### src/sv/ritp_pkg.sv
package ritp_pkg;

    localparam int RITP_STACK_DEPTH = 32;

    // Characters the converter acts on.
    localparam logic [7:0] CH_LPAREN = 8'h28;
    localparam logic [7:0] CH_RPAREN = 8'h29;
    localparam logic [7:0] CH_STAR   = 8'h2A;
    localparam logic [7:0] CH_DOT    = 8'h2E;
    localparam logic [7:0] CH_BAR    = 8'h7C;
    localparam logic [7:0] CH_UP_A   = 8'h41;
    localparam logic [7:0] CH_UP_Z   = 8'h5A;
    localparam logic [7:0] CH_LO_A   = 8'h61;
    localparam logic [7:0] CH_LO_Z   = 8'h7A;
    localparam logic [7:0] CH_NUL    = 8'h00;

    // Stack entry codes; for the operators the code is also the precedence.
    typedef enum logic [1:0] {
        OP_OPEN = 2'd0,
        OP_BAR  = 2'd1,
        OP_DOT  = 2'd2,
        OP_STAR = 2'd3
    } op_code_t;

    typedef enum logic [1:0] {
        ERR_NONE      = 2'd0,
        ERR_STRAY     = 2'd1,
        ERR_OVERFLOW  = 2'd2,
        ERR_UNMATCHED = 2'd3
    } err_code_t;

    typedef enum logic [2:0] {
        CLS_LETTER,
        CLS_OPEN,
        CLS_CLOSE,
        CLS_BAR,
        CLS_DOT,
        CLS_STAR,
        CLS_OTHER
    } sym_class_t;

    typedef enum logic [1:0] {
        SEL_LETTER,
        SEL_OP,
        SEL_MARK
    } emit_sel_t;

    typedef struct packed {
        logic [7:0] symbol;
        logic       end_of_expr;
    } in_item_t;

    typedef struct packed {
        logic [7:0] out_symbol;
        logic       is_marker;
        logic [1:0] error_code;
        logic       last;
    } out_item_t;

    typedef struct packed {
        logic      latch;
        logic      emit;
        emit_sel_t sel;
        logic      push;
        op_code_t  push_code;
        logic      pop;
        logic      set_err;
        err_code_t err_code;
        logic      clear_err;
        logic      finish;
    } ctrl_cmd_t;

    typedef struct packed {
        sym_class_t cls;
        logic       end_flag;
        logic       empty;
        op_code_t   top;
        logic       pend_valid;
        logic       out_free;
    } dp_status_t;

    function automatic sym_class_t classify(input logic [7:0] sym);
        sym_class_t c;
        begin
            c = CLS_OTHER;
            if ((sym >= CH_UP_A && sym <= CH_UP_Z) || (sym >= CH_LO_A && sym <= CH_LO_Z))
            begin
                c = CLS_LETTER;
            end
            else if (sym == CH_LPAREN)
            begin
                c = CLS_OPEN;
            end
            else if (sym == CH_RPAREN)
            begin
                c = CLS_CLOSE;
            end
            else if (sym == CH_BAR)
            begin
                c = CLS_BAR;
            end
            else if (sym == CH_DOT)
            begin
                c = CLS_DOT;
            end
            else if (sym == CH_STAR)
            begin
                c = CLS_STAR;
            end
            return c;
        end
    endfunction

    function automatic logic [7:0] code_char(input op_code_t op);
        logic [7:0] ch;
        begin
            case (op)
                OP_OPEN: ch = CH_LPAREN;
                OP_BAR:  ch = CH_BAR;
                OP_DOT:  ch = CH_DOT;
                OP_STAR: ch = CH_STAR;
                default: ch = CH_NUL;
            endcase
            return ch;
        end
    endfunction

endpackage

### src/sv/ritp_ctrl.sv
module ritp_ctrl
    import ritp_pkg::*;
(
    input  logic       clk,
    input  logic       rst_n,
    input  logic       sym_valid,
    output logic       sym_stall,
    input  dp_status_t st,
    output ctrl_cmd_t  cmd
);

    typedef enum logic [2:0] {
        ST_IDLE  = 3'b001,
        ST_EXEC  = 3'b010,
        ST_FLUSH = 3'b100
    } state_t;

    state_t   state_reg;
    state_t   state_next;
    logic     can_emit;
    logic     can_pop;
    op_code_t prec;

    // A new result may enter the pending slot once the old one can move on.
    assign can_emit = !st.pend_valid || st.out_free;
    assign prec     = (st.cls == CLS_DOT) ? OP_DOT : OP_BAR;
    assign can_pop  = !st.empty && (st.top >= prec);

    assign sym_stall = !((state_reg == ST_IDLE) && can_emit);

    always_comb
    begin
        cmd        = '0;
        cmd.sel    = SEL_LETTER;
        state_next = state_reg;
        case (state_reg)
            ST_IDLE:
            begin
                cmd.finish = st.pend_valid && st.out_free;
                if (sym_valid && can_emit)
                begin
                    cmd.latch  = 1'b1;
                    state_next = ST_EXEC;
                end
            end
            ST_EXEC:
            begin
                case (st.cls)
                    CLS_LETTER:
                    begin
                        if (can_emit)
                        begin
                            cmd.emit   = 1'b1;
                            cmd.sel    = SEL_LETTER;
                            state_next = st.end_flag ? ST_FLUSH : ST_IDLE;
                        end
                    end
                    CLS_OPEN, CLS_STAR:
                    begin
                        cmd.push      = 1'b1;
                        cmd.push_code = (st.cls == CLS_OPEN) ? OP_OPEN : OP_STAR;
                        state_next    = st.end_flag ? ST_FLUSH : ST_IDLE;
                    end
                    CLS_CLOSE, CLS_BAR, CLS_DOT:
                    begin
                        if (can_pop)
                        begin
                            if (can_emit)
                            begin
                                cmd.emit = 1'b1;
                                cmd.sel  = SEL_OP;
                                cmd.pop  = 1'b1;
                            end
                        end
                        else
                        begin
                            if (st.cls == CLS_CLOSE)
                            begin
                                cmd.pop      = !st.empty;
                                cmd.set_err  = st.empty;
                                cmd.err_code = ERR_STRAY;
                            end
                            else
                            begin
                                cmd.push      = 1'b1;
                                cmd.push_code = (st.cls == CLS_DOT) ? OP_DOT : OP_BAR;
                            end
                            state_next = st.end_flag ? ST_FLUSH : ST_IDLE;
                        end
                    end
                    default:
                    begin
                        state_next = st.end_flag ? ST_FLUSH : ST_IDLE;
                    end
                endcase
            end
            ST_FLUSH:
            begin
                if (can_emit)
                begin
                    cmd.emit = 1'b1;
                    if (!st.empty)
                    begin
                        cmd.sel      = SEL_OP;
                        cmd.pop      = 1'b1;
                        cmd.set_err  = (st.top == OP_OPEN);
                        cmd.err_code = ERR_UNMATCHED;
                    end
                    else
                    begin
                        cmd.sel       = SEL_MARK;
                        cmd.clear_err = 1'b1;
                        state_next    = ST_IDLE;
                    end
                end
            end
            default:
            begin
                state_next = ST_IDLE;
            end
        endcase
    end

    always_ff @(posedge clk or negedge rst_n)
    begin
        if (!rst_n)
        begin
            state_reg <= ST_IDLE;
        end
        else
        begin
            state_reg <= state_next;
        end
    end

endmodule

### src/sv/ritp_dpath.sv
module ritp_dpath
    import ritp_pkg::*;
#(
    parameter int STACK_DEPTH = RITP_STACK_DEPTH
)
(
    input  logic       clk,
    input  logic       rst_n,
    input  in_item_t   sym_data,
    output logic       res_valid,
    input  logic       res_stall,
    output out_item_t  res_data,
    input  ctrl_cmd_t  cmd,
    output dp_status_t st
);

    localparam int CW = $clog2(STACK_DEPTH + 1);
    localparam int AW = $clog2(STACK_DEPTH);

    op_code_t        stack_mem [STACK_DEPTH];
    op_code_t        mem_rd_reg;
    op_code_t        byp_reg;
    logic            byp_sel_reg;
    logic [CW-1:0]   count_reg;
    logic [CW-1:0]   count_next;
    logic [CW-1:0]   count_m1;
    logic [AW-1:0]   rd_addr;
    logic            full;
    logic            overflow;
    logic            do_write;
    logic [7:0]      sym_reg;
    logic            end_reg;
    err_code_t       sticky_reg;
    err_code_t       err_req;
    err_code_t       err_now;
    op_code_t        top;
    logic            pend_valid_reg;
    out_item_t       pend_reg;
    out_item_t       new_item;
    out_item_t       move_item;
    logic            res_valid_reg;
    out_item_t       res_reg;
    logic            out_free;
    logic            move;

    assign full     = (count_reg == CW'(STACK_DEPTH));
    assign overflow = cmd.push && full;
    assign do_write = cmd.push && !full;

    always_comb
    begin
        count_next = count_reg;
        if (do_write)
        begin
            count_next = count_reg + CW'(1);
        end
        else if (cmd.pop)
        begin
            count_next = count_reg - CW'(1);
        end
    end

    // The read port always fetches the entry that will be on top next cycle.
    assign count_m1 = count_next - CW'(1);
    assign rd_addr  = count_m1[AW-1:0];
    assign top      = byp_sel_reg ? byp_reg : mem_rd_reg;

    always_ff @(posedge clk)
    begin
        if (do_write)
        begin
            stack_mem[count_reg[AW-1:0]] <= cmd.push_code;
        end
        mem_rd_reg <= stack_mem[rd_addr];
        byp_reg    <= cmd.push_code;
        if (cmd.latch)
        begin
            sym_reg <= sym_data.symbol;
            end_reg <= sym_data.end_of_expr;
        end
    end

    // The first error of an expression wins.
    always_comb
    begin
        err_req = ERR_NONE;
        if (cmd.set_err)
        begin
            err_req = cmd.err_code;
        end
        else if (overflow)
        begin
            err_req = ERR_OVERFLOW;
        end
        err_now = (sticky_reg != ERR_NONE) ? sticky_reg : err_req;
    end

    always_comb
    begin
        new_item            = '0;
        new_item.error_code = err_now;
        case (cmd.sel)
            SEL_LETTER: new_item.out_symbol = sym_reg;
            SEL_OP:     new_item.out_symbol = code_char(top);
            SEL_MARK:
            begin
                new_item.out_symbol = CH_NUL;
                new_item.is_marker  = 1'b1;
            end
            default:    new_item.out_symbol = CH_NUL;
        endcase
    end

    assign out_free = !res_valid_reg || !res_stall;
    assign move     = pend_valid_reg && (cmd.emit || cmd.finish);

    // The pending result leaves with last set only when its request completes.
    always_comb
    begin
        move_item      = pend_reg;
        move_item.last = cmd.finish;
    end

    always_ff @(posedge clk)
    begin
        if (cmd.emit)
        begin
            pend_reg <= new_item;
        end
        if (move)
        begin
            res_reg <= move_item;
        end
    end

    always_ff @(posedge clk or negedge rst_n)
    begin
        if (!rst_n)
        begin
            count_reg      <= '0;
            sticky_reg     <= ERR_NONE;
            byp_sel_reg    <= 1'b0;
            pend_valid_reg <= 1'b0;
            res_valid_reg  <= 1'b0;
        end
        else
        begin
            count_reg      <= count_next;
            sticky_reg     <= cmd.clear_err ? ERR_NONE : err_now;
            byp_sel_reg    <= do_write;
            pend_valid_reg <= cmd.emit || (pend_valid_reg && !cmd.finish);
            res_valid_reg  <= move || (res_valid_reg && res_stall);
        end
    end

    assign res_valid = res_valid_reg;
    assign res_data  = res_reg;

    assign st.cls        = classify(sym_reg);
    assign st.end_flag   = end_reg;
    assign st.empty      = (count_reg == '0);
    assign st.top        = top;
    assign st.pend_valid = pend_valid_reg;
    assign st.out_free   = out_free;

endmodule

### src/sv/regex_infix_to_postfix.sv
// Converts a regular expression, fed one ASCII character per request, into
// its postfix form with an operator stack (shunting-yard). Letters pass
// straight to the output; '(' and '*' are pushed; '|' and '.' first pop
// operators of equal or higher precedence down to a '(' and are then pushed;
// ')' pops operators down to its '(' and drops it. Any other character is
// ignored. On a request marked end_of_expr the stack is flushed top first,
// leftover '(' included, and a marker result with the expression's first
// error code ends the output of that expression. The last result caused by
// each request carries last set. A letter, '(', '*' or ignored character
// goes from idle to execute and back; '|', '.' and ')' stay in execute while
// they pop operators, and end_of_expr then flushes each stack entry and emits
// the marker in the flush state. The stack memory has one write port and one
// registered read port, so one entry is popped per cycle while results move
// on; a stalled full result register holds the converter until it is taken.
module regex_infix_to_postfix
    import ritp_pkg::*;
#(
    parameter int STACK_DEPTH = RITP_STACK_DEPTH
)
(
    input  logic      clk,
    input  logic      rst_n,
    input  logic      sym_valid,
    output logic      sym_stall,
    input  in_item_t  sym_data,
    output logic      res_valid,
    input  logic      res_stall,
    output out_item_t res_data
);

    // The controller sequences each request; the datapath holds the stack,
    // the sticky error, a pending result and the output register.
    ctrl_cmd_t  cmd;
    dp_status_t st;

    // The controller issues one command word per cycle and reads back the
    // class of the held character, the stack top and the output status.
    ritp_ctrl u_ctrl (
        .clk       (clk),
        .rst_n     (rst_n),
        .sym_valid (sym_valid),
        .sym_stall (sym_stall),
        .st        (st),
        .cmd       (cmd)
    );

    // The newest result waits in a pending slot until the next one appears or
    // the request completes, which decides its last flag.
    ritp_dpath #(
        .STACK_DEPTH (STACK_DEPTH)
    ) u_dpath (
        .clk       (clk),
        .rst_n     (rst_n),
        .sym_data  (sym_data),
        .res_valid (res_valid),
        .res_stall (res_stall),
        .res_data  (res_data),
        .cmd       (cmd),
        .st        (st)
    );

endmodule

### config.mk
export PLATFORM = sky130hd
export DESIGN_NAME = regex_infix_to_postfix
export DESIGN_NICKNAME = d
export VERILOG_FILES = /design/src/sv/ritp_pkg.sv /design/src/sv/ritp_ctrl.sv /design/src/sv/ritp_dpath.sv /design/src/sv/regex_infix_to_postfix.sv
export SDC_FILE = /design/constraint.sdc
export NUM_CORES = 1
export LEC_CHECK = 0
export ABC_AREA = 1
export BUFFER_PORTS_ARGS = -buffer_cell sky130_fd_sc_hd__buf_2
export CAP_MARGIN = 20
export CORE_ASPECT_RATIO = 1.75
export CORE_UTILIZATION = 50
export CTS_CLUSTER_SIZE = 12
export DETAILED_ROUTE_END_ITERATION = 12
export GPL_TIMING_DRIVEN = 0
export PLACE_DENSITY = 0.67
export SYNTH_ARGS = -nofsm -noshare
export SYNTH_HDL_FRONTEND = slang
export SYNTH_SLANG_ARGS = --single-unit
### constraint.sdc
create_clock -name clk -period 8.7 [get_ports clk]
set_input_delay 0.435 -clock clk [delete_from_list [all_inputs] [get_ports clk]]
set_output_delay 0.435 -clock clk [all_outputs]
set_load 0.02 [all_outputs]
# Word-level counts from Yosys, hierarchy flattened
# Memories as Yosys holds them, arrays and structs flattened. A register that Yosys moved wholly into a read port is not among the register bits.
# Index checks and enable logic that the tools add are counted.
# W data, S select, Z words.
word_totals:
  reg_bits: 48
  ram_bits: 64
  inputBits: 13
  out_inout_bits: 14
  elab_cells: 133
  mem_count: 1
classes:
  add_sub_neg: 3
  n_lt_le_gt_ge: 5
  eq_ne: 24
  n_mux: 52
  reduce_logical: 32
memory_table:
  columns: ["memory", "depth", "word_bits", "read_ports", "rd_clocked_by_memory_dff", "write_ports", "line_no", "rtl"]
  rows:
  - ["u_dpath.stack_mem", 32, 2, 1, 1, 1, "ritp_dpath.sv:20", "op_code_t stack_mem [STACK_DEPTH];"]
ops:
  columns: ["cell", "count"]
  rows:
  - ["$mux W3", 19]
  - ["$eq A8 B6 Y1 const B", 4]
  - ["$pmux W8 S4", 1]
  - ["$pmux W3 S2", 4]
  - ["$mux W2", 9]
  - ["$ge A8 B7 Y1 const B", 2]
  - ["$le A8 B7 Y1 const B", 2]
  - ["$pmux W8 S2", 1]
  - ["$mux W4", 3]
  - ["$mux W6", 2]
  - ["$logic_and A1 B1 Y1", 11]
  - ["$mux W1", 10]
  - ["$eq A3 B2 Y1 const B", 3]
  - ["$eq A3 B3 Y1 const B", 3]
  - ["$pmux W3 S3", 1]
  - ["$eq A8 B7 Y1 const B", 1]
  - ["$pmux W4 S2", 1]
  - ["$logic_not A1 Y1", 7]
  - ["$add A6 B1 Y6 const B", 1]
  - ["$eq A2 B2 Y1 const B", 3]
  - ["$eq A3 B1 Y1 const B", 2]
  - ["$eq A6 B6 Y1 const B", 1]
  - ["$logic_not A6 Y1", 1]
  - ["$logic_or A1 B1 Y1", 6]
  - ["15 further kinds", 18]

# Depth between registers and ports, before layout
logic_depth:
  depth_word: 19
  mapped_depth: 28
  depth_no_buf: 27

# Modules after synthesis
# From an unflattened synthesis, not the netlist that was laid out.
unflattened:
  hier_cells: 622
  hier_area_um2: 5834.3
modules_own_cells:
  columns: ["mod", "instances", "cells_each", "area_each_um2", "seq_area_each_um2"]
  rows:
  - ["ritp_dpath", 1, 544, 5363.9, 3238.1]
  - ["ritp_ctrl", 1, 78, 470.5, 76.3]

# Worst setup path after synthesis
# OpenSTA, ideal clock, no wires.
synth_timing:
  path_kind: "register to register"
  start: "register u_dpath.sym_reg[4]"
  end: "register u_dpath.mem_rd_reg[1] (read register of u_dpath.stack_mem)"
  setup_time_ps: 58
  t_arrival_ps: 3518
  required_time_ps: 8642
  slack_ps: 5124
  path_stages_with_launch: 26
  path_buffers: 3
  period_less_slack_ps: 3576
  path_cell_list: "edfxtp_1 -> inv_2 -> nand2_1 -> nor2_2 -> nand4_1 -> ha_1 -> o21ai_0 -> nand2_1 -> nand2_1 -> nand3_1 -> o21ai_0 -> nand3_4 -> nand3_1 -> nand2_2 -> nand2_2 -> buf_6 -> ha_1 -> clkbuf_1 -> inv_1 -> clkbuf_1 -> nand3_1 -> nand3_1 -> nand3_1 -> nand2_1 -> nand2_1 -> nand2_1"
synth_between:
  elab_chain_len: 17
  elab_cells_between_ends: 40
  classes_between: "add/sub: 1; order compare: 5; eq/ne: 10; mux: 17; reduce/logical: 7"
synth_rtl:
  columns: ["item", "line_no", "rtl"]
  rows:
  - ["from (decl)", "ritp_dpath.sv:31", "logic [7:0] sym_reg;"]
  - ["from (signal assigned)", "ritp_dpath.sv:78", "sym_reg <= sym_data.symbol;"]
  - ["$eq A8 B6 Y1", "ritp_pkg.sv:106", "else if (sym == CH_STAR)"]
  - ["$mux W2", "ritp_pkg.sv:106", null]
  - ["$mux W3", "ritp_pkg.sv:102", "else if (sym == CH_DOT)"]
  - ["$mux W3", "ritp_pkg.sv:98", "else if (sym == CH_BAR)"]
  - ["$mux W3", "ritp_pkg.sv:94", "else if (sym == CH_RPAREN)"]
  - ["$mux W3", "ritp_pkg.sv:90", "else if (sym == CH_LPAREN)"]
  - ["$mux W3 *", "ritp_pkg.sv:86", "if ((sym >= CH_UP_A && sym <= CH_UP_Z) || (sym >= CH_LO_A && sym <= CH_LO_Z))"]
  - ["$eq A3 B3 Y1", "ritp_ctrl.sv:26, ritp_ctrl.sv:48", null]
  - ["$mux W2", "ritp_ctrl.sv:26", "assign prec = (st.cls == CLS_DOT) ? OP_DOT : OP_BAR;"]
  - ["$ge A2 B2 Y1", "ritp_ctrl.sv:27", "assign can_pop = !st.empty && (st.top >= prec);"]
  - ["$logic_and A1 B1 Y1", "ritp_ctrl.sv:27", null]
  - ["$mux W1 or $mux W3 (tied branches)", "ritp_ctrl.sv:66", "if (can_pop)"]
  - ["$mux W4 or $pmux W3 S2 (tied branches)", "ritp_ctrl.sv:48", "case (st.cls)"]
  - ["$pmux W4 S2 or $mux W3 (tied branches)", "ritp_ctrl.sv:36", "case (state_reg)"]
  - ["$mux W6 or $logic_and A1 B1 Y1 (tied branches)", "ritp_dpath.sv:57, ritp_dpath.sv:48", null]
  - ["$mux W6 *", "ritp_dpath.sv:53", "if (do_write)"]
  - ["$sub A5 B1 Y5 *", "ritp_dpath.sv:64", "assign count_m1 = count_next - CW'(1);"]
  - ["to (decl)", "ritp_dpath.sv:21", "op_code_t mem_rd_reg;"]
# Every way passes the cells marked *; elsewhere a longest branch is shown, timed or not.
# A chain may end at the register's enable or synchronous reset.

# Worst setup path after layout
# Ends and elaborated chain as after synthesis.

==> flow_metrics.tcl <==
set metrics [dict create \
    status "finished, final reports clean" \
    slew_headroom_pct 49.0 \
    cp.required_ns 9.05 \
    fmax_ghz 0.211 \
    overflow 0 \
    gp_congestion 0.969 \
    crit_path_end_kind "flip-flop" \
    ff_latch_area_mm2 0.00331 \
    grt_max_degree 21 \
    ys_async_sr_fraction_pct 12.3 \
    cts_tree "done" \
    drc 0 \
    clkLatencyLatePin_ns 0.41 \
    n_fill_cell 886 \
    slew_viol_final 0 \
    cts-buffers-inserted 17 \
    seq_power_share_pct 28.2 \
    start_util_pct 51.5 \
    cts-root-buf "clkbuf_16" \
    vdd_drop_max_mv 0.220 \
    hp-class "input port to flip-flop" \
    fin_crit_sh_pct 54.5 \
    multi_input_area_mm2 0.00199 \
    drt-pass1-iter-count 5 \
    num_rows 51 \
    place_area_mm2 0.00612 \
    regToRegSetupSlack_ns 3.96 \
    switching_share_pct 43.1 \
    grt_pass1_vias 4546 \
    start_kind "flip-flop" \
    largest_reg_flops 64 \
    crit_type "flip-flop to flip-flop" \
    tns_ns 0 \
    netlist_top_cells_area "edfxtp_1, nand3_1, nand2_1" \
    vias 4364 \
    cp_top_family "simple AND/OR/NAND/NOR gates" \
    place_hpwl_mm 10.2 \
    slowest_stage "clkbuf_1" \
    synth-edff-count 96 \
    synth_cells 593 \
    htree_levels 4 \
    port_buffers 26 \
    antenna_found_initial 0 \
    clock_path_buffers 2 \
    rsz0062_at_grt "false" \
    layout_common_cells "nand2_1, edfxtp_1, nand3_1" \
    min_period_ns 4.74 \
    cts_sinks 114 \
    ys_warn_count 0 \
    dieWidth_um 83.0 \
    io_pins 27 \
    final_nets 663 \
    cp_max_fo 10 \
    routed_via_density 5.55 \
    track_usage_pct 24.7 \
    coreArea_mm2 0.0112 \
    worst_pin_slew_ns 0.762 \
    ys_seq_elements 114 \
    syn_to_final_growth_pct 17.3 \
    synth_area_mm2 0.00575 \
    dieArea_mm2 0.0119 \
    p_comb_share_pct 45.4 \
    finalWirelength_mm 14.0 \
    drtAntennaViolNets 0 \
    yosys.area.top_type "edfxtp_1" \
    path_buf_inv 5 \
    p_leak_nw 2.86 \
    avgSynthCellArea_um2 9.69 \
    drt_iter0_markers 221 \
    hold_viol 0 \
    critPathArrivalTime_ns 5.09 \
    synth_seq_area_share_pct 57.7 \
    power_switching_mw 1.14 \
    clkTransAtPathRegs_ns 0.06 \
    wl_per_cell_um 17.8 \
    drv_cap 0 \
    grt_pass1_wl_mm 21.9 \
    final_common_cell "nand2_1" \
    ys_types 43 \
    crit_top_cell "nand2_1" \
    p_clk_share_pct 26.4 \
    stdcell_area_mm2 0.00674 \
    slowest_delay_ns 0.46 \
    drive_gt1_share_pct 18.3 \
    die_h_um 144 \
    post_cts_buffers 0 \
    p_int_mw 1.51 \
    setup_viol 0 \
    synth_top_area_share_pct 50.2 \
    syn-num-nets 615 \
    antenna-diode-count 0 \
    dominantRegCellSynth "edfxtp_1" \
    finClkSkew_ns 0.00995 \
    powerDensity_mw_per_mm2 395 \
]
## power groups by stage
stage	combinational (mW)	clock, mW	sequential [mW]
2_1_floorplan	0.834	0	0.767
3_3_place_gp	1.15	0	0.755
3_5_place_dp	1.19	0	0.758
4_1_cts	1.20	0.711	0.749
5_1_grt	1.32	0.734	0.756
6_report	1.21	0.703	0.749
## timing repair
action / 4_1_cts / 5_1_grt
hold endpoints to repair: 13 / 0
gates resized for setup: 0 / 0
hold buffers: 1 / 0
## synthesized netlist by cell type (2+ instances only)
cell,count
nand2_1,110
edfxtp_1,96
nand3_1,94
inv_1,89
nor2_1,55
nand3b_1,20
dfrtp_1,13
nand2_2,12
o21ai_0,12
ha_1,9
inv_2,7
buf_2,6
nand3_2,6
nor2_2,6
a21oi_1,5
nand4_1,5
buf_6,4
dfxtp_1,4
xor2_1,4
nor2_4,3
nor3_1,3
a211oi_1,2
clkbuf_1,2
nand2_4,2
nand3_4,2
o211ai_1,2
o21ai_2,2
o22ai_1,2
xor2_2,2
## layer usage
metal  GRT usage [%]  up-vias  part of all wire [%]
met4            16.6        0                   5.5
met1            20.9     2079                    33
met2            49.9      146                    58
met5               0        -                     0
li1                -     2079                     -
met3            5.40       60                   3.9
## final timing paths
path / endpoint / start / cells past startpoint
setup / recovery: u_dpath.mem_rd_reg[1]$_DFF_P_ / u_dpath.sym_reg[4]$_DFFE_PP_ / 25
hold / removal: u_dpath.sym_reg[5]$_DFFE_PP_ / sym_data[6] / 1
setup reg to reg: u_dpath.mem_rd_reg[1]$_DFF_P_ / u_dpath.sym_reg[4]$_DFFE_PP_ / 25
hold reg to reg: u_dpath.res_data[9]$_DFFE_PP_ / u_dpath.move_item[9]$_DFFE_PP_ / 0
max in group asynchronous: u_ctrl.state_reg[0]$_DFFE_PN1P_ / rst_n / 2
min in group asynchronous: u_ctrl.state_reg[1]$_DFFE_PN0P_ / rst_n / 2
## cells by family after synthesis
family	Yosys count	share of synthesized area [%]
adders and majority gates	9	1.96
xor gates and xnor gates	6	1.18
DFF	114	57.7
AOI/OAI and AO/OA	30	3.16
and+or+nand+nor	323	28.0
buffers and inverters	111	8.06
## worst reg2reg max path, cell delays in order (launching register included)
cell and delay, ns:
edfxtp_1 0.45, inv_2 0.08, nand2_1 0.05, nor2_2 0.20, nand4_1 0.16, ha_1 0.32
o21ai_0 0.16, nand2_1 0.14, nand2_1 0.23, nand3_1 0.10, o21ai_0 0.15, nand3_4 0.16
nand3_1 0.15, nand2_2 0.11, nand2_2 0.18, buf_6 0.19, ha_1 0.24, clkbuf_1 0.24
inv_1 0.30, clkbuf_1 0.46, nand3_1 0.15, nand3_1 0.12, nand3_1 0.10, nand2_1 0.10
nand2_1 0.06, nand2_1 0.08
## area by class of cell
type,count,share of cell area (%)
sequential,114,49.2
multi-input combinational,368,29.6
buffer,14,1.39
clock inverter,14,2.64
clock buffer,18,6.37
timing repair buffer,29,2.90
inverter,97,5.48
tap,132,2.45
## metrics by stage
step                      power (mW)  hold slack (ns)  worst slack (ns)  util, %  cells
after floorplan                 1.60            0.139              5.12        -    593
after CTS                       2.66            0.184              4.00     60.3    786
after global placement          1.90            0.363              3.41     54.1    751
after detailed placement        1.94            0.363              4.03     54.8    753
after global routing            2.81            0.183              3.62     60.3    786
final                           2.66            0.194              3.96     60.3    786
(Power assumes the default switching activity.)
